**config.mk**
```make
export PLATFORM = sky130hd
export DESIGN_NAME = word_tokenizer_with_offsets_top
export DESIGN_NICKNAME = d
export VERILOG_FILES = /design/src/rtl/core/wtok_pkg.sv /design/src/rtl/core/wtok_ram.sv /design/src/rtl/core/wtok_queue.sv /design/src/rtl/core/wtok_front.sv /design/src/rtl/core/wtok_back.sv /design/src/rtl/core/word_tokenizer_with_offsets_top.sv
export SDC_FILE = /design/constraint.sdc
export NUM_CORES = 1
export LEC_CHECK = 0
export ABC_AREA = 1
export BUFFER_PORTS_ARGS = -buffer_cell sky130_fd_sc_hd__buf_2
export CAP_MARGIN = 30
export CORE_MARGIN = 3
export CORE_UTILIZATION = 40
export CTS_CLUSTER_DIAMETER = 60
export DETAILED_ROUTE_END_ITERATION = 6
export GPL_ROUTABILITY_DRIVEN = 0
export SYNTH_ARGS = -nofsm -noshare
export SYNTH_HDL_FRONTEND = slang
export SYNTH_HIERARCHICAL = 1
export SYNTH_SLANG_ARGS = --single-unit
export TNS_END_PERCENT = 30
```
**constraint.sdc**
```tcl
create_clock -name clk -period 3.74 [get_ports clk]
set_input_delay 0.561 -clock clk [delete_from_list [all_inputs] [get_ports clk]]
set_output_delay 0.561 -clock clk [all_outputs]
set_load 0.005 [all_outputs]
```
**src/rtl/core/wtok_pkg.sv**
```systemverilog
`timescale 1ns / 1ps
// ----------------------------------------------------------------------------
// Word tokenizer package
// Shared constants, field widths and codes for the word tokenizer block.
// ----------------------------------------------------------------------------
package wtok_pkg;

    // Default limit on kept letters per word.
    localparam int MAX_WORD_LEN_DEF = 31;

    // Fixed field widths.
    localparam int LETTER_W  = 7;
    localparam int OFFSET_W  = 32;
    localparam int DOC_W     = 16;
    localparam int MINLEN_W  = 5;
    localparam int WLEN_W    = 5;
    localparam int BYTE_W    = 8;

    // Configuration port widths.
    localparam int APB_ADDR_W = 3;
    localparam int APB_DATA_W = 32;

    // Reset values of the configuration registers.
    localparam logic [MINLEN_W-1:0] MIN_LENGTH_RST  = 5'd3;
    localparam logic [DOC_W-1:0]    DOCUMENT_ID_RST = 16'd0;

    // Input item action codes.
    localparam logic ACT_BYTE = 1'b0;
    localparam logic ACT_EOT  = 1'b1;

    // Register index, taken from the word address.
    typedef enum logic {
        REG_MIN_LENGTH  = 1'b0,
        REG_DOCUMENT_ID = 1'b1
    } reg_idx_t;

endpackage

```
**src/rtl/core/wtok_ram.sv**
```systemverilog
`timescale 1ns / 1ps
// ----------------------------------------------------------------------------
// Generic RAM
// One write port and one read port with registered read data.
// ----------------------------------------------------------------------------
module wtok_ram #(
    parameter int DATA_W = 8,
    parameter int DEPTH  = 64
) (
    input  logic                     clk,
    input  logic                     we,
    input  logic [$clog2(DEPTH)-1:0] waddr,
    input  logic [DATA_W-1:0]        wdata,
    input  logic                     re,
    input  logic [$clog2(DEPTH)-1:0] raddr,
    output logic [DATA_W-1:0]        rdata
);

    logic [DATA_W-1:0] mem [DEPTH];

    // Write port.
    always_ff @(posedge clk)
    begin
        if (we)
        begin
            mem[waddr] <= wdata;
        end
    end

    // Registered read port.
    always_ff @(posedge clk)
    begin
        if (re)
        begin
            rdata <= mem[raddr];
        end
    end

endmodule

```
**src/rtl/core/wtok_queue.sv**
```systemverilog
`timescale 1ns / 1ps
// ----------------------------------------------------------------------------
// Word descriptor queue
// Two-entry queue of closed words. Entry slot i owns letter bank i of the RAM.
// ----------------------------------------------------------------------------
module wtok_queue #(
    parameter int DATA_W = 8
) (
    input  logic              clk,
    input  logic              rst_n,
    input  logic              q_push,
    input  logic [DATA_W-1:0] q_wdata,
    input  logic              q_pop,
    output logic [DATA_W-1:0] q_rdata,
    output logic              q_full,
    output logic              q_empty,
    output logic              wr_ptr,
    output logic              rd_ptr
);

    logic [DATA_W-1:0] slot_reg [2];
    logic              wr_ptr_reg;
    logic              wr_ptr_next;
    logic              rd_ptr_reg;
    logic              rd_ptr_next;
    logic [1:0]        count_reg;
    logic [1:0]        count_next;

    // Pointer and fill count update.
    always_comb
    begin
        wr_ptr_next = wr_ptr_reg ^ q_push;
        rd_ptr_next = rd_ptr_reg ^ q_pop;
        count_next  = count_reg + 2'(q_push) - 2'(q_pop);
    end

    always_ff @(posedge clk or negedge rst_n)
    begin
        if (!rst_n)
        begin
            wr_ptr_reg <= 1'b0;
            rd_ptr_reg <= 1'b0;
            count_reg  <= 2'd0;
        end
        else
        begin
            wr_ptr_reg <= wr_ptr_next;
            rd_ptr_reg <= rd_ptr_next;
            count_reg  <= count_next;
        end
    end

    // Descriptor storage.
    always_ff @(posedge clk)
    begin
        if (q_push)
        begin
            slot_reg[wr_ptr_reg] <= q_wdata;
        end
    end

    assign q_rdata = slot_reg[rd_ptr_reg];
    assign q_full  = (count_reg == 2'd2);
    assign q_empty = (count_reg == 2'd0);
    assign wr_ptr  = wr_ptr_reg;
    assign rd_ptr  = rd_ptr_reg;

    // A word is only queued when a slot is free.
    assert property (@(posedge clk) disable iff (!rst_n) q_push |-> !q_full)
        else $error("descriptor queue overflow");

    // A word is only retired when one is queued.
    assert property (@(posedge clk) disable iff (!rst_n) q_pop |-> !q_empty)
        else $error("descriptor queue underflow");

    // The fill count never exceeds the two letter banks.
    assert property (@(posedge clk) disable iff (!rst_n) count_reg != 2'd3)
        else $error("descriptor queue count out of range");

endmodule

```
**src/rtl/core/wtok_front.sv**
```systemverilog
`timescale 1ns / 1ps
// ----------------------------------------------------------------------------
// Tokenizer front end
// Accepts text items, tracks the open word and its offset, stores letters in
// the current bank and queues each closed word that is long enough.
// ----------------------------------------------------------------------------
module wtok_front #(
    parameter int MAX_WORD_LEN = wtok_pkg::MAX_WORD_LEN_DEF,
    parameter int LW           = $clog2(MAX_WORD_LEN + 1),
    parameter int IW           = (MAX_WORD_LEN > 1) ? $clog2(MAX_WORD_LEN) : 1
) (
    input  logic                           clk,
    input  logic                           rst_n,
    // Input item channel
    input  logic                           push,
    output logic                           full,
    input  logic                           action,
    input  logic [wtok_pkg::BYTE_W-1:0]    text_byte,
    // Configuration
    input  logic [wtok_pkg::MINLEN_W-1:0]  min_length,
    // Letter RAM write port
    output logic                           ram_we,
    output logic [IW:0]                    ram_waddr,
    output logic [wtok_pkg::LETTER_W-1:0]  ram_wdata,
    // Descriptor queue
    input  logic                           q_full,
    input  logic                           wr_bank,
    output logic                           q_push,
    output logic [wtok_pkg::OFFSET_W-1:0]  q_start,
    output logic [LW-1:0]                  q_len
);

    localparam int CW = (LW > wtok_pkg::MINLEN_W) ? LW : wtok_pkg::MINLEN_W;

    logic                          in_word_reg;
    logic                          in_word_next;
    logic [wtok_pkg::OFFSET_W-1:0] pos_reg;
    logic [wtok_pkg::OFFSET_W-1:0] pos_next;
    logic [wtok_pkg::OFFSET_W-1:0] start_reg;
    logic [wtok_pkg::OFFSET_W-1:0] start_next;
    logic [LW-1:0]                 kept_reg;
    logic [LW-1:0]                 kept_next;
    logic [LW-1:0]                 kept_eff;
    logic                          accept;
    logic                          is_letter;
    logic                          closing;

    assign accept = push && !q_full;
    assign full   = q_full;

    // Classify the byte and work out the next word state.
    always_comb
    begin
        is_letter    = text_byte inside {[8'd65:8'd90], [8'd97:8'd122]};
        in_word_next = in_word_reg;
        pos_next     = pos_reg;
        start_next   = start_reg;
        kept_next    = kept_reg;
        kept_eff     = kept_reg;
        ram_we       = 1'b0;
        closing      = 1'b0;

        if (accept)
        begin
            if (action == wtok_pkg::ACT_EOT)
            begin
                closing      = 1'b1;
                in_word_next = 1'b0;
                kept_next    = '0;
                start_next   = '0;
                pos_next     = '0;
            end
            else
            begin
                if (is_letter)
                begin
                    if (!in_word_reg)
                    begin
                        in_word_next = 1'b1;
                        start_next   = pos_reg;
                        kept_eff     = '0;
                    end
                    kept_next = kept_eff;
                    if (kept_eff < LW'(MAX_WORD_LEN))
                    begin
                        ram_we    = 1'b1;
                        kept_next = kept_eff + LW'(1);
                    end
                end
                else if (in_word_reg)
                begin
                    closing      = 1'b1;
                    in_word_next = 1'b0;
                    kept_next    = '0;
                end
                if (pos_reg != '1)
                begin
                    pos_next = pos_reg + 32'd1;
                end
            end
        end
    end

    // Letter write into the bank owned by the next free queue slot.
    assign ram_waddr = {wr_bank, kept_eff[IW-1:0]};
    assign ram_wdata = text_byte[wtok_pkg::LETTER_W-1:0] | 7'h20;

    // Queue the closed word when it is long enough.
    assign q_push  = closing && in_word_reg && (kept_reg != '0)
                     && (CW'(kept_reg) >= CW'(min_length));
    assign q_start = start_reg;
    assign q_len   = kept_reg;

    always_ff @(posedge clk or negedge rst_n)
    begin
        if (!rst_n)
        begin
            in_word_reg <= 1'b0;
            pos_reg     <= '0;
            start_reg   <= '0;
            kept_reg    <= '0;
        end
        else
        begin
            in_word_reg <= in_word_next;
            pos_reg     <= pos_next;
            start_reg   <= start_next;
            kept_reg    <= kept_next;
        end
    end

endmodule

```
**src/rtl/core/wtok_back.sv**
```systemverilog
`timescale 1ns / 1ps
// ----------------------------------------------------------------------------
// Tokenizer back end
// Drains queued words letter by letter from the RAM into the result register.
// ----------------------------------------------------------------------------
module wtok_back #(
    parameter int MAX_WORD_LEN = wtok_pkg::MAX_WORD_LEN_DEF,
    parameter int LW           = $clog2(MAX_WORD_LEN + 1),
    parameter int IW           = (MAX_WORD_LEN > 1) ? $clog2(MAX_WORD_LEN) : 1
) (
    input  logic                           clk,
    input  logic                           rst_n,
    // Descriptor queue head
    input  logic                           q_empty,
    input  logic                           rd_bank,
    input  logic [wtok_pkg::OFFSET_W-1:0]  q_start,
    input  logic [wtok_pkg::DOC_W-1:0]     q_doc,
    input  logic [LW-1:0]                  q_len,
    output logic                           q_pop,
    // Letter RAM read port
    output logic                           ram_re,
    output logic [IW:0]                    ram_raddr,
    input  logic [wtok_pkg::LETTER_W-1:0]  ram_rdata,
    // Result channel
    output logic                           empty,
    input  logic                           pop,
    output logic [wtok_pkg::LETTER_W-1:0]  letter,
    output logic [wtok_pkg::OFFSET_W-1:0]  word_offset,
    output logic [wtok_pkg::DOC_W-1:0]     document,
    output logic [wtok_pkg::WLEN_W-1:0]    word_length,
    output logic                           last_letter
);

    logic [IW-1:0]                 idx_reg;
    logic [IW-1:0]                 idx_next;
    logic                          rd_pend_reg;
    logic                          out_valid_reg;
    logic                          out_valid_next;
    logic [wtok_pkg::OFFSET_W-1:0] pend_start_reg;
    logic [wtok_pkg::DOC_W-1:0]    pend_doc_reg;
    logic [LW-1:0]                 pend_len_reg;
    logic                          pend_last_reg;
    logic [wtok_pkg::LETTER_W-1:0] out_letter_reg;
    logic [wtok_pkg::OFFSET_W-1:0] out_start_reg;
    logic [wtok_pkg::DOC_W-1:0]    out_doc_reg;
    logic [LW-1:0]                 out_len_reg;
    logic                          out_last_reg;
    logic                          is_last;
    logic                          pop_ok;

    assign pop_ok  = pop && out_valid_reg;

    // Issue a letter read when the result register is free by the time data returns.
    assign ram_re    = !q_empty && !rd_pend_reg && (!out_valid_reg || pop_ok);
    assign ram_raddr = {rd_bank, idx_reg};
    assign is_last   = (LW'(idx_reg) == q_len - LW'(1));
    assign q_pop     = ram_re && is_last;

    // Letter index and result register occupancy.
    always_comb
    begin
        idx_next       = idx_reg;
        out_valid_next = out_valid_reg;
        if (ram_re)
        begin
            idx_next = is_last ? '0 : idx_reg + IW'(1);
        end
        if (rd_pend_reg)
        begin
            out_valid_next = 1'b1;
        end
        else if (pop_ok)
        begin
            out_valid_next = 1'b0;
        end
    end

    always_ff @(posedge clk or negedge rst_n)
    begin
        if (!rst_n)
        begin
            idx_reg       <= '0;
            rd_pend_reg   <= 1'b0;
            out_valid_reg <= 1'b0;
        end
        else
        begin
            idx_reg       <= idx_next;
            rd_pend_reg   <= ram_re;
            out_valid_reg <= out_valid_next;
        end
    end

    // Word fields travel alongside the letter read.
    always_ff @(posedge clk)
    begin
        if (ram_re)
        begin
            pend_start_reg <= q_start;
            pend_doc_reg   <= q_doc;
            pend_len_reg   <= q_len;
            pend_last_reg  <= is_last;
        end
        if (rd_pend_reg)
        begin
            out_letter_reg <= ram_rdata;
            out_start_reg  <= pend_start_reg;
            out_doc_reg    <= pend_doc_reg;
            out_len_reg    <= pend_len_reg;
            out_last_reg   <= pend_last_reg;
        end
    end

    assign empty       = !out_valid_reg;
    assign letter      = out_letter_reg;
    assign word_offset = out_start_reg;
    assign document    = out_doc_reg;
    assign word_length = wtok_pkg::WLEN_W'(out_len_reg);
    assign last_letter = out_last_reg;

    // Returning read data always finds the result register free.
    assert property (@(posedge clk) disable iff (!rst_n)
        rd_pend_reg |-> (!out_valid_reg || pop))
        else $error("letter read returned into an occupied result register");

    // Every result carries a lowercase letter.
    assert property (@(posedge clk) disable iff (!rst_n)
        out_valid_reg |-> (out_letter_reg >= 7'd97 && out_letter_reg <= 7'd122))
        else $error("result letter outside lowercase range");

    // A word restarts at its first letter after its last one is read.
    assert property (@(posedge clk) disable iff (!rst_n)
        q_pop |=> (idx_reg == '0))
        else $error("letter index not rewound after word end");

endmodule

```
**src/rtl/core/word_tokenizer_with_offsets_top.sv**
```systemverilog
`timescale 1ns / 1ps
// ----------------------------------------------------------------------------
// Word tokenizer with offsets, top level
// Splits a byte stream into lowercase ASCII words with their start offsets.
// ----------------------------------------------------------------------------
// Usage:
//   Input items (push/full) carry action and text_byte: one text byte, or an
//   end-of-text marker that flushes the open word and zeroes the offset.
//   Results (empty/pop) are one per letter of each emitted word, with the
//   word's offset, length, document id and a last-letter flag.
//   The front end takes one item per cycle while full is low. Closed words wait
//   in a two-entry descriptor queue, each owning one letter bank of the RAM;
//   full rises while both banks hold queued words.
//   Once the closing item is accepted the word is queued and its letters are
//   read from the RAM one at a time; each registered RAM read feeds the single
//   result register, and a new letter read waits until the previous one returns.
//   If the receiver stops popping, the result register holds, letter reads
//   stop, and once both banks are full the input side stalls.
//   Reset empties the queue and result register, clears the word state and
//   restores min_length to 3 and document_id to 0. The letter RAM is not
//   cleared; only written entries are ever read.
//   Configuration is to be written over APB while the block is idle; the block does not enforce this.
// ----------------------------------------------------------------------------
module word_tokenizer_with_offsets_top #(
    parameter int MAX_WORD_LEN = wtok_pkg::MAX_WORD_LEN_DEF
) (
    input  logic                             clk,
    input  logic                             rst_n,
    // Input items
    input  logic                             push,
    output logic                             full,
    input  logic                             action,
    input  logic [wtok_pkg::BYTE_W-1:0]      text_byte,
    // Results
    output logic                             empty,
    input  logic                             pop,
    output logic [wtok_pkg::LETTER_W-1:0]    letter,
    output logic [wtok_pkg::OFFSET_W-1:0]    word_offset,
    output logic [wtok_pkg::DOC_W-1:0]       document,
    output logic [wtok_pkg::WLEN_W-1:0]      word_length,
    output logic                             last_letter,
    // Configuration
    input  logic                             psel,
    input  logic                             penable,
    input  logic                             pwrite,
    input  logic [wtok_pkg::APB_ADDR_W-1:0]  paddr,
    input  logic [wtok_pkg::APB_DATA_W-1:0]  pwdata,
    output logic [wtok_pkg::APB_DATA_W-1:0]  prdata,
    output logic                             pready
);

    localparam int LW     = $clog2(MAX_WORD_LEN + 1);
    localparam int IW     = (MAX_WORD_LEN > 1) ? $clog2(MAX_WORD_LEN) : 1;
    localparam int DESC_W = LW + wtok_pkg::DOC_W + wtok_pkg::OFFSET_W;

    logic [wtok_pkg::MINLEN_W-1:0] min_length_reg;
    logic [wtok_pkg::DOC_W-1:0]    document_id_reg;
    logic                          cfg_wr;
    wtok_pkg::reg_idx_t            cfg_idx;

    logic                          ram_we;
    logic [IW:0]                   ram_waddr;
    logic [wtok_pkg::LETTER_W-1:0] ram_wdata;
    logic                          ram_re;
    logic [IW:0]                   ram_raddr;
    logic [wtok_pkg::LETTER_W-1:0] ram_rdata;

    logic                          q_push;
    logic                          q_pop;
    logic                          q_full;
    logic                          q_empty;
    logic                          wr_bank;
    logic                          rd_bank;
    logic [wtok_pkg::OFFSET_W-1:0] f_start;
    logic [LW-1:0]                 f_len;
    logic [DESC_W-1:0]             q_wdata;
    logic [DESC_W-1:0]             q_rdata;

    // Configuration registers.
    assign pready  = 1'b1;
    assign cfg_wr  = psel && penable && pwrite;
    assign cfg_idx = wtok_pkg::reg_idx_t'(paddr[2]);

    always_ff @(posedge clk or negedge rst_n)
    begin
        if (!rst_n)
        begin
            min_length_reg  <= wtok_pkg::MIN_LENGTH_RST;
            document_id_reg <= wtok_pkg::DOCUMENT_ID_RST;
        end
        else if (cfg_wr)
        begin
            case (cfg_idx)
                wtok_pkg::REG_MIN_LENGTH:
                    min_length_reg <= pwdata[wtok_pkg::MINLEN_W-1:0];
                wtok_pkg::REG_DOCUMENT_ID:
                    document_id_reg <= pwdata[wtok_pkg::DOC_W-1:0];
                default:
                    ;
            endcase
        end
    end

    // Register read back.
    always_comb
    begin
        case (cfg_idx)
            wtok_pkg::REG_MIN_LENGTH:
                prdata = wtok_pkg::APB_DATA_W'(min_length_reg);
            wtok_pkg::REG_DOCUMENT_ID:
                prdata = wtok_pkg::APB_DATA_W'(document_id_reg);
            default:
                prdata = '0;
        endcase
    end

    // Front end: classification, word state and letter storage.
    wtok_front #(
        .MAX_WORD_LEN (MAX_WORD_LEN),
        .LW           (LW),
        .IW           (IW)
    ) u_front (
        .clk        (clk),
        .rst_n      (rst_n),
        .push       (push),
        .full       (full),
        .action     (action),
        .text_byte  (text_byte),
        .min_length (min_length_reg),
        .ram_we     (ram_we),
        .ram_waddr  (ram_waddr),
        .ram_wdata  (ram_wdata),
        .q_full     (q_full),
        .wr_bank    (wr_bank),
        .q_push     (q_push),
        .q_start    (f_start),
        .q_len      (f_len)
    );

    // Letter store: two banks, one per queue slot.
    wtok_ram #(
        .DATA_W (wtok_pkg::LETTER_W),
        .DEPTH  (2 << IW)
    ) u_ram (
        .clk   (clk),
        .we    (ram_we),
        .waddr (ram_waddr),
        .wdata (ram_wdata),
        .re    (ram_re),
        .raddr (ram_raddr),
        .rdata (ram_rdata)
    );

    // Closed word queue between front and back.
    assign q_wdata = {f_len, document_id_reg, f_start};

    wtok_queue #(
        .DATA_W (DESC_W)
    ) u_queue (
        .clk     (clk),
        .rst_n   (rst_n),
        .q_push  (q_push),
        .q_wdata (q_wdata),
        .q_pop   (q_pop),
        .q_rdata (q_rdata),
        .q_full  (q_full),
        .q_empty (q_empty),
        .wr_ptr  (wr_bank),
        .rd_ptr  (rd_bank)
    );

    // Back end: letter-by-letter emission.
    wtok_back #(
        .MAX_WORD_LEN (MAX_WORD_LEN),
        .LW           (LW),
        .IW           (IW)
    ) u_back (
        .clk         (clk),
        .rst_n       (rst_n),
        .q_empty     (q_empty),
        .rd_bank     (rd_bank),
        .q_start     (q_rdata[wtok_pkg::OFFSET_W-1:0]),
        .q_doc       (q_rdata[wtok_pkg::OFFSET_W +: wtok_pkg::DOC_W]),
        .q_len       (q_rdata[DESC_W-1 -: LW]),
        .q_pop       (q_pop),
        .ram_re      (ram_re),
        .ram_raddr   (ram_raddr),
        .ram_rdata   (ram_rdata),
        .empty       (empty),
        .pop         (pop),
        .letter      (letter),
        .word_offset (word_offset),
        .document    (document),
        .word_length (word_length),
        .last_letter (last_letter)
    );

endmodule
```
# After elaboration in Yosys (flattened, before gate mapping)
# Memory sizes are Yosys's and may differ from the RTL's. A register that Yosys moved wholly into a read port is not among the register bits.
# Cells that the tools add are included.
# Widths: inputs -> output; s select.
dict set report classes {
  bitwise_logic 3
  order_cmp 6
  n_eq_ne 4
  reduce_logical 29
  muxes 34
  add_sub_neg 6
}
# cell n
set op_table {}
lappend op_table {{$mux 32} 5}
lappend op_table {{$pmux 32 s2} 1}
lappend op_table {{$mux 5} 12}
lappend op_table {{$add 32x1->32 const B} 1}
lappend op_table {{$ne 32x32->1 const B} 1}
lappend op_table {{$ge 8x7->1 const B} 2}
lappend op_table {{$le 8x7->1 const B} 2}
lappend op_table {{$mux 1} 16}
lappend op_table {{$logic_and 1x1->1} 12}
lappend op_table {{$add 5x1->5 const B} 2}
lappend op_table {{$reduce_and 2->1} 4}
lappend op_table {{$reduce_bool 2->1} 4}
lappend op_table {{$eq 5x5->1} 1}
lappend op_table {{$ge 5x5->1} 1}
lappend op_table {{$lt 5x5->1 const B} 1}
lappend op_table {{$reduce_bool 5->1} 1}
lappend op_table {{$sub 5x1->5 const B} 1}
lappend op_table {{$logic_not 1->1} 4}
lappend op_table {{$reduce_and 3->1} 1}
lappend op_table {{$reduce_bool 3->1} 1}
lappend op_table {{$add 2x1->2} 1}
lappend op_table {{$eq 2x2->1 const B} 1}
lappend op_table {{$logic_not 2->1} 1}
lappend op_table {{$ne 2x2->1 const B} 1}
lappend op_table {{other kinds (4)} 5}
dict set report word_totals {
  word_cells 106
  mem_bits_rw 490
  reg_bits 224
  in_bits 51
  output_inout_bits 96
  memories 2
}
# name words width read_ports rd_ports_with_merged_regs write_ports line_no
set mem_list {}
lappend mem_list {u_ram.mem 64 6 1 1 1 wtok_ram.sv:19} ;# logic [DATA_W-1:0] mem [DEPTH];
lappend mem_list {u_queue.slot_reg 2 53 1 0 1 wtok_queue.sv:21} ;# logic [DATA_W-1:0] slot_reg [2];

# Longest topological paths before layout
# Gate-level depths: netlist of the first run.
dict set report depth {
  depth_word 13
  depth_mapped 21
  ltp_nobuf 18
}

# By module
# The synthesis of the first run kept the hierarchy.
# mod cells_per_inst n_inst area_each_um2 seq_area_each_um2
set modules_own_cells {}
lappend modules_own_cells {wtok_ram 1590 1 18615.4 13663.1}
lappend modules_own_cells {wtok_queue 301 1 4190.3 3283.1}
lappend modules_own_cells {wtok_front 603 1 4165.2 1751.7}
lappend modules_own_cells {wtok_back 209 1 4012.6 3628.5}
lappend modules_own_cells {word_tokenizer_with_offsets_top 154 1 1194.9 528.0}

# Worst setup path before layout of the first run
# OpenSTA, ideal clock, no wires.
dict set report synth_path {
  kind {register to register}
  start {register u_back.rd_pend_reg}
  end {register u_queue.count_reg[1]}
  n_path_buf 0
  setup_ps 116
  setup_slack_ps -52
  synth_period_minus_slack_ps 3792
  arrival_time_ps 3675
  stages_incl_launch_ff 12
  required_time_ps 3624
  path_cell_list {dfrtp_1 -> nor2_1 -> nand2_2 -> inv_1 -> nand3_2 -> inv_1 -> ha_1 -> inv_1 -> ha_1 -> inv_1 -> nand2_1 -> nand2_1}
}
dict set report synth_via {
  elab_chain_len 5
}
# element line_no
set synth_lines {}
lappend synth_lines {{from (decl)} wtok_back.sv:36} ;# logic rd_pend_reg;
lappend synth_lines {{from (signal assigned)} wtok_back.sv:89} ;# rd_pend_reg <= ram_re;
lappend synth_lines {{$logic_not 1->1} wtok_back.sv:54} ;# assign ram_re = !q_empty && !rd_pend_reg && (!out_valid_reg || pop_ok);
lappend synth_lines {{$logic_and 1x1->1 (2 in a row)} wtok_back.sv:54}
lappend synth_lines {{named net ram_re} word_tokenizer_with_offsets_top.sv:64} ;# logic ram_re;
lappend synth_lines {{$logic_and 1x1->1} wtok_back.sv:57} ;# assign q_pop = ram_re && is_last;
lappend synth_lines {{named net q_pop} word_tokenizer_with_offsets_top.sv:69} ;# logic q_pop;
lappend synth_lines {{$sub 2x1->2} wtok_queue.sv:34} ;# count_next = count_reg + 2'(q_push) - 2'(q_pop);
lappend synth_lines {{named net u_queue.count_next[1]} wtok_queue.sv:27} ;# logic [1:0] count_next;
lappend synth_lines {{to (signal assigned)} wtok_queue.sv:49} ;# count_reg <= count_next;
lappend synth_lines {{to (decl)} wtok_queue.sv:26} ;# logic [1:0] count_reg;
# The timed path passes the listed nets, and every way through them passes these cells.
# A chain may end at the register's enable or synchronous reset.

# Worst setup path in the final report of the first run
dict set report layout_path {
  start {register u_queue.count_reg[1]}
  end {memory u_ram/mem[2][4] in the netlist's numbering (enable)}
}
dict set report layout_via {
  elab_cells_between_ends 7
  cone_classes {eq/ne: 1; mux: 4; reduce/logical: 2}
}
# element line_no
set layout_lines {}
lappend layout_lines {{$eq 2x2->1} wtok_queue.sv:63} ;# assign q_full = (count_reg == 2'd2);
lappend layout_lines {{$logic_not 1->1} wtok_front.sv:48} ;# assign accept = push && !q_full;
lappend layout_lines {{$logic_and 1x1->1} wtok_front.sv:48}
lappend layout_lines {{$mux 5} wtok_front.sv:63} ;# if (accept)
lappend layout_lines {{named net ram_waddr[3]} word_tokenizer_with_offsets_top.sv:62} ;# logic [IW:0] ram_waddr;
lappend layout_lines {{to (decl)} wtok_ram.sv:19}
# The timed path passes the listed nets, and every way through them passes these cells.

==> impl_metrics.sql, run 1 <==
INSERT INTO impl_metrics (metric_group, metric, value, unit) VALUES
('status', 'outcome', 'finished with violations', ''),
('status', 'failed_checks', 'hold timing', ''),
('timing', 'finClkSkew', '30.7', 'ps'),
('timing', 'fmax', '0.332', 'GHz'),
('place', 'post-dp-hpwl', '45500', 'um'),
('worst_setup_path', 'worstSetupEndpointType', 'register', ''),
('logic_synthesis', 'synth_seq_area_share', '71.0', '%'),
('worst_setup_path', 'crit-reg2reg-capture', 'u_ram/mem[2][4]', ''),
('worst_setup_path', 'startpoint_type', 'register', ''),
('finish', 'syn_to_final_growth', '12.8', '%'),
('global_routing', 'remaining_global_route_overflow', '0', ''),
('timing', 'slew-limit-headroom', '28.2', '%'),
('routing', 'drc', '0', ''),
('timing', 'finalHoldViolations', '1', ''),
('cts', 'cts-buffers-inserted', '78', ''),
('timing', 'part_of_the_cycle_the_worst_path_needs', '80.6', '%'),
('global_routing', 'number_of_global_route_vias_before_repair', '20300', ''),
('logic_synthesis', 'yosys.cell_types.count', '38', ''),
('cts', 'cts_max_level', '3', ''),
('timing', 'final.min_clock_period', '3010', 'ps'),
('timing', 'fin_worst_hold_slack', '-2.93', 'ps'),
('worst_setup_path', 'regToRegSetupSlack', '730', 'ps'),
('logic_synthesis', 'synth_flop_cell', 'sky130_fd_sc_hd__edfxtp_1', ''),
('finish', 'final_design_area_no_fill', '36300', 'sq um'),
('worst_setup_path', 'worst_reg_to_reg_cells', '11', ''),
('global_routing', 'total_routing_resource_utilization_after_global_routing', '17.9', '%'),
('routing', 'dr.pass1.iters', '6', ''),
('place', 'dpl-instance-area', '33600', 'sq um'),
('power', 'power_density', '692', 'nW/um^2'),
('floorplanning', 'core_region_area', '79400', 'sq um'),
('floorplanning', 'die-area', '83900', 'sq um'),
('global_routing', 'grt.met1_usage', '24.8', '%'),
('timing', 'setup_violations', '0', ''),
('timing', 'sum_neg_setup_slack', '0', 'ps'),
('logic_synthesis', 'async_flop_share', '13.1', '%'),
('cts', 'cts.repair_timing.setup_buffer_count', '0', ''),
('cts', 'clkSlewWorstSetupHoldPaths', '70', 'ps'),
('routing', 'vias', '20700', ''),
('global_routing', 'use_met2', '29.3', '%'),
('worst_setup_path', 'critPathKind', 'reg2reg', ''),
('finish', 'drive_gt1_share', '11.3', '%'),
('worst_setup_path', 'crit_start', 'u_queue/count_reg[1]', ''),
('flow_run', 'max_cap_viol_count', '0', ''),
('routing', 'drt-vias-per-instance', '5.09', ''),
('global_routing', 'global_route.peak_usage_layer', 'met2', ''),
('worst_setup_path', 'critPathSlowestCell', 'sky130_fd_sc_hd__nor2_1', ''),
('cts', 'ctsHoldBuffers', '0', ''),
('logic_synthesis', 'netlist_area_pre_place', '32200', 'sq um'),
('finish', 'num-nets-final', '3017', ''),
('timing', 'post-route-worst-setup-slack', '726', 'ps'),
('worst_setup_path', 'critical_path.cell_chain', 'inv_1, nor2_1, nor2_1, inv_1, nor2_1, nand2_1, nand2_1, inv_1, inv_1, nand3_1, nor2_1', ''),
('logic_synthesis', 'synth_cells', '2857', ''),
('worst_setup_path', 'timing.critical_path.arrival', '3280', 'ps'),
('logic_synthesis', 'synth_enable_flop_cells', '676', ''),
('place', 'io_buffers', '110', ''),
('power', 'power.ir.vdd_worst', '0.000815', 'V'),
('worst_setup_path', 'timing.rr.start', 'u_queue/count_reg[1]', ''),
('place', 'preCtsSetupSlack', '245', 'ps'),
('worst_setup_path', 'crit_required', '4010', 'ps'),
('routing', 'wirelength', '74900', 'um'),
('worst_setup_path', 'crit_path_max_fanout', '8', ''),
('floorplanning', 'top_level_ports', '147', ''),
('worst_hold_path', 'min-delay-path-class', 'in2async', ''),
('cts', 'cts_num_sinks', '778', ''),
('global_routing', 'grt_max_degree', '231', ''),
('routing', 'drtAntennaViolNets', '0', ''),
('worst_setup_path', 'endpoint', 'u_ram/mem[2][4]', ''),
('timing', 'measured_slew_at_the_worst_slew_check_pin', '1080', 'ps'),
('global_routing', 'use_met3', '3.10', '%'),
('floorplanning', 'die-height', '290', 'um'),
('finish', 'antennaDiodeCount', '0', '');
[stage by stage]
step           power, W  instances  utilization (%)
2_1_floorplan    0.0153       2872                -
3_3_place_gp     0.0172       3921             42.3
3_5_place_dp     0.0174       3922             42.4
4_1_cts          0.0253       4068             45.7
5_1_grt          0.0264       4069             45.7
6_report         0.0251       4069             45.7
[power breakdown]
part	internal [W]	total, W	switching [W]
Sequential	0.0105	0.0109	0.000412
Clock	0.00458	0.00790	0.00332
Combinational	0.00179	0.00628	0.00450
[cell type report]
cell class	count	area, sq um
timing repair buffer	168	1090
inverter	155	592
fill	7232	43100
tap	1050	1310
sequential	778	22900
clock buffer	99	2130
multi-input combinational	1772	7790
clock inverter	47	499
[synthesized netlist by cell type, drive strengths merged (5+ instances only)]
library cell,instances,area [sq um]
o21ai,119,626
o21bai,5,37.5
ha,13,163
clkbuf,29,109
nor4,9,56.3
buf,138,905
edfxtp,676,20300
nand2,965,3640
inv,155,584
nand4,20,140
xor2,8,70.1
nor2,143,582
dfrtp,100,2500
nand3,459,2310
[cells by family after synthesis]
family / count (synthesis) / share of synthesized area [%]
AND/OR/NAND/NOR: 1602 / 21.0
flip-flops: 778 / 71.0
buffers and inverters: 322 / 4.97
AO/OA/AOI/OAI: 128 / 2.14
adder cells (fa/ha/maj): 13 / 0.505
XOR/XNOR: 11 / 0.299
other: 3 / 0.0350
[critical path, delay by kind of cell (launching register included)]
family	cells	cell delay, ps
AND/OR/NAND/NOR	7	1890
buffers and inverters	4	370
flip-flops	1	380
[worst min path at each step]
stage / from / endpoint / slack [ps] / cells after the start
2_1_floorplan: rst_n / document_id_reg[0] / 270 / 0
3_3_place_gp: u_back/pend_start_reg[26] / u_back/word_offset[26] / 400 / 0
3_5_place_dp: u_back/pend_start_reg[5] / u_back/word_offset[5] / 410 / 0
4_1_cts: rst_n / u_front/pos_reg[8] / 4 / 1
5_1_grt: rst_n / u_front/pos_reg[8] / 40 / 1
6_report: rst_n / u_front/pos_reg[8] / -3 / 1
[layer usage]
| layer | wire, um | part of all wire, % |
|---|---|---|
| met5 | 0 | 0 |
| met4 | 1400 | 1.9 |
| met3 | 5330 | 7.1 |
| met2 | 35500 | 47 |
| met1 | 32700 | 44 |
[layout by cell type, fill, tap and decap left out, types with 12 or more instances in the layout]
cell                          n
sky130_fd_sc_hd__nor2_1     133
sky130_fd_sc_hd__inv_1      147
sky130_fd_sc_hd__edfxtp_1   676
sky130_fd_sc_hd__clkbuf_16   79
sky130_fd_sc_hd__clkbuf_1    12
sky130_fd_sc_hd__buf_4       52
sky130_fd_sc_hd__nand2_1    960
sky130_fd_sc_hd__conb_1      18
sky130_fd_sc_hd__nand4_1     19
sky130_fd_sc_hd__buf_2      109
sky130_fd_sc_hd__clkinv_2    18
sky130_fd_sc_hd__o21ai_0     79
sky130_fd_sc_hd__nand3_1    455
sky130_fd_sc_hd__o21ai_1     32
sky130_fd_sc_hd__dfrtp_1     95
No activity file was read; power rests on OpenSTA's default activity.
==> run 2: changes to the inputs <==
==> constraint.sdc (replaced) <==
create_clock -name clk -period 2.42 [get_ports clk]
set_input_delay 0.363 -clock clk [delete_from_list [all_inputs] [get_ports clk]]
set_output_delay 0.363 -clock clk [all_outputs]
set_load 0.005 [all_outputs]
==> impl_metrics.sql, run 2 (same netlist as run 1, synthesis figures left out) <==
INSERT INTO impl_metrics (metric_group, metric, value, unit) VALUES
('status', 'outcome', 'finished, final reports clean', ''),
('timing', 'part_of_the_cycle_the_worst_path_needs', '97.0', '%'),
('cts', 'cts_max_level', '3', ''),
('worst_setup_path', 'startpoint_type', 'register', ''),
('finish', 'largest_register_ff_count', '448', ''),
('worst_setup_path', 'worstSetupEndpointType', 'register', ''),
('global_routing', 'grt_antenna_before_repair', '1', ''),
('cts', 'clk_path_buf_depth', '3', ''),
('routing', 'vias', '21300', ''),
('cts', 'cts_tree', 'built', ''),
('routing', 'drt_first_iter_violations', '1845', ''),
('cts', 'clk-insertion-delay-late', '630', 'ps'),
('global_routing', 'total_routing_resource_utilization_after_global_routing', '18.5', '%'),
('global_routing', 'grt_max_degree', '85', ''),
('timing', 'sum_neg_setup_slack', '0', 'ps'),
('place', 'preCtsSetupSlack', '-503', 'ps'),
('routing', 'drc', '0', ''),
('place', 'dpl-instance-area', '34800', 'sq um'),
('timing', 'fmax', '0.426', 'GHz'),
('timing', 'drv_slew', '0', ''),
('routing', 'drtAntennaViolNets', '0', ''),
('global_routing', 'number_of_global_route_vias_before_repair', '21200', ''),
('finish', 'syn_to_final_growth', '18.3', '%'),
('timing', 'post-route-worst-setup-slack', '73.4', 'ps'),
('floorplanning', 'top_level_ports', '147', ''),
('worst_setup_path', 'crit_required', '2720', 'ps'),
('timing', 'setup_violations', '0', ''),
('timing', 'finalHoldViolations', '0', ''),
('worst_setup_path', 'critical_path.cell_chain', 'inv_1, ha_1, nand4_1, o221ai_1, nor2_1, nor2_4, ha_4, buf_12', ''),
('cts', 'cts-buffers-inserted', '84', ''),
('global_routing', 'global_route_wire_length_before_repair', '119000', 'um'),
('finish', 'drive_gt1_share', '15.8', '%'),
('floorplanning', 'die_w', '290', 'um'),
('power', 'p_leak', '14.8', 'nW'),
('routing', 'wl_per_cell', '18.2', 'um'),
('power', 'power_density', '1060', 'nW/um^2'),
('worst_setup_path', 'critPathKind', 'reg2reg', ''),
('timing', 'slew-limit-headroom', '32.8', '%'),
('routing', 'dr.pass1.iters', '6', ''),
('worst_setup_path', 'cp_slowest_stage_delay', '550', 'ps'),
('routing', 'drt-vias-per-instance', '5.05', ''),
('timing', 'final.min_clock_period', '2350', 'ps'),
('cts', 'clkSlewWorstSetupHoldPaths', '60', 'ps'),
('worst_hold_path', 'min-delay-path-class', 'in2reg', ''),
('global_routing', 'remaining_global_route_overflow', '0', ''),
('power', 'power.ir.vdd_worst', '0.000623', 'V'),
('finish', 'num-nets-final', '3160', ''),
('timing', 'rsz0062_at_grt', 'true', ''),
('worst_setup_path', 'critPathSlowestCell', 'sky130_fd_sc_hd__dfstp_2', ''),
('floorplanning', 'die-area', '83900', 'sq um'),
('cts', 'clock_tree.root_cell', 'sky130_fd_sc_hd__clkbuf_16', ''),
('timing', 'finClkSkew', '26.3', 'ps'),
('floorplanning', 'initial_utilization', '40.5', '%'),
('finish', 'leading_cell_types_in_the_layout_fill_and_taps_excluded', '959 x sky130_fd_sc_hd__nand2_1, 676 x sky130_fd_sc_hd__edfxtp_1, 454 x sky130_fd_sc_hd__nand3_1, 141 x sky130_fd_sc_hd__inv_1, 139 x sky130_fd_sc_hd__buf_4', ''),
('routing', 'wirelength', '76700', 'um'),
('worst_setup_path', 'timing.critical_path.arrival', '2650', 'ps'),
('finish', 'final_design_area_no_fill', '38100', 'sq um'),
('cts', 'cts_num_sinks', '778', ''),
('floorplanning', 'core_region_area', '79400', 'sq um'),
('timing', 'measured_slew_at_the_worst_slew_check_pin', '1010', 'ps'),
('finish', 'final_common_cell', 'sky130_fd_sc_hd__nand2_1', ''),
('floorplanning', 'die-height', '290', 'um'),
('finish', 'antennaDiodeCount', '0', ''),
('place', 'post-dp-hpwl', '48000', 'um'),
('place', 'io_buffers', '110', ''),
('flow_run', 'max_cap_viol_count', '0', ''),
('floorplanning', 'rows', '103', ''),
('worst_setup_path', 'crit_path_max_fanout', '32', '');
==> run 2: changes by cell type in the layout (fill, tap and decap cells not counted), sizes merged <==
| cell | previous run | this run |
|---|---|---|
| buf | 168 | 288 |
| clkbuf | 99 | 115 |
| inv | 156 | 160 |
| dlygate4sd3 | 0 | 17 |
| bufinv | 7 | 11 |
| clkinv | 32 | 19 |
| clkinvlp | 7 | 5 |
==> run 2: worst max-delay path: cells and delay by family (launching register included) <==
| family | cells | cell delay (ps) |
|---|---|---|
| buffers and inverters | 2 | 290 |
| adders and majority gates | 2 | 520 |
| and+or+nand+nor | 3 | 420 |
| AOI/OAI and AO/OA | 1 | 220 |
| DFF | 1 | 550 |
==> run 2: final cells by class <==
class                   count  area [sq um]
flip-flops and latches    778         22900
well taps                1050          1310
repair buffers            305          2400
fillers                  7120         41300
multi-input cells        1772          8010
clock inverters            40           559
inverters                 155           592
clock buffers             115          2310
==> run 2: worst paths after layout <==
kind / startpoint / end / slack (ps) / cells past startpoint
worst max register to register: min_length_reg[1] / u_queue/slot_reg[1][14] / 70 / 8
worst max-delay path: min_length_reg[1] / u_queue/slot_reg[1][14] / 70 / 8
worst min-delay path: pop / u_back/out_valid_reg / 80 / 4
worst min register to register: u_back/pend_start_reg[4] / u_back/word_offset[4] / 420 / 0
max in group asynchronous: rst_n / u_front/q_len[4] / 1600 / 3
min in group asynchronous: rst_n / u_front/q_start[25] / 160 / 2
==> run 2: what timing repair did <==
action                                 CTS  global route
resized for setup                       11            46
hold buffers                            17             0
setup buffers                            1             1
setup endpoints to repair              243           539
pin swaps                                0             4
endpoints found under the hold margin  119             0
==> run 2: layer usage <==
metal	wire, um	global-route usage, %
met3	5550	3.93
met4	2200	6.71
met1	33200	25.0
met5	9	0
met2	35700	29.6
==> run 2: metrics by stage <==
stage / power, W / hold WS (ps) / util [%] / std cells
after floorplan: 0.0237 / 67.4 / - / 2872
after global placement: 0.0273 / 258 / 43.8 / 4041
after detailed placement: 0.0275 / 260 / 43.8 / 4041
after CTS: 0.0408 / 56.0 / 47.7 / 4214
after global routing: 0.0427 / 91.3 / 47.9 / 4215
final: 0.0405 / 77.7 / 47.9 / 4215
==> run 2: where the power goes <==
part,total [W],internal (W),switching [W]
sequential,0.0169,0.0163,0.000623
clock,0.0131,0.00794,0.00520
combinational,0.0104,0.00330,0.00713
total,0.0405,0.0275,0.0130
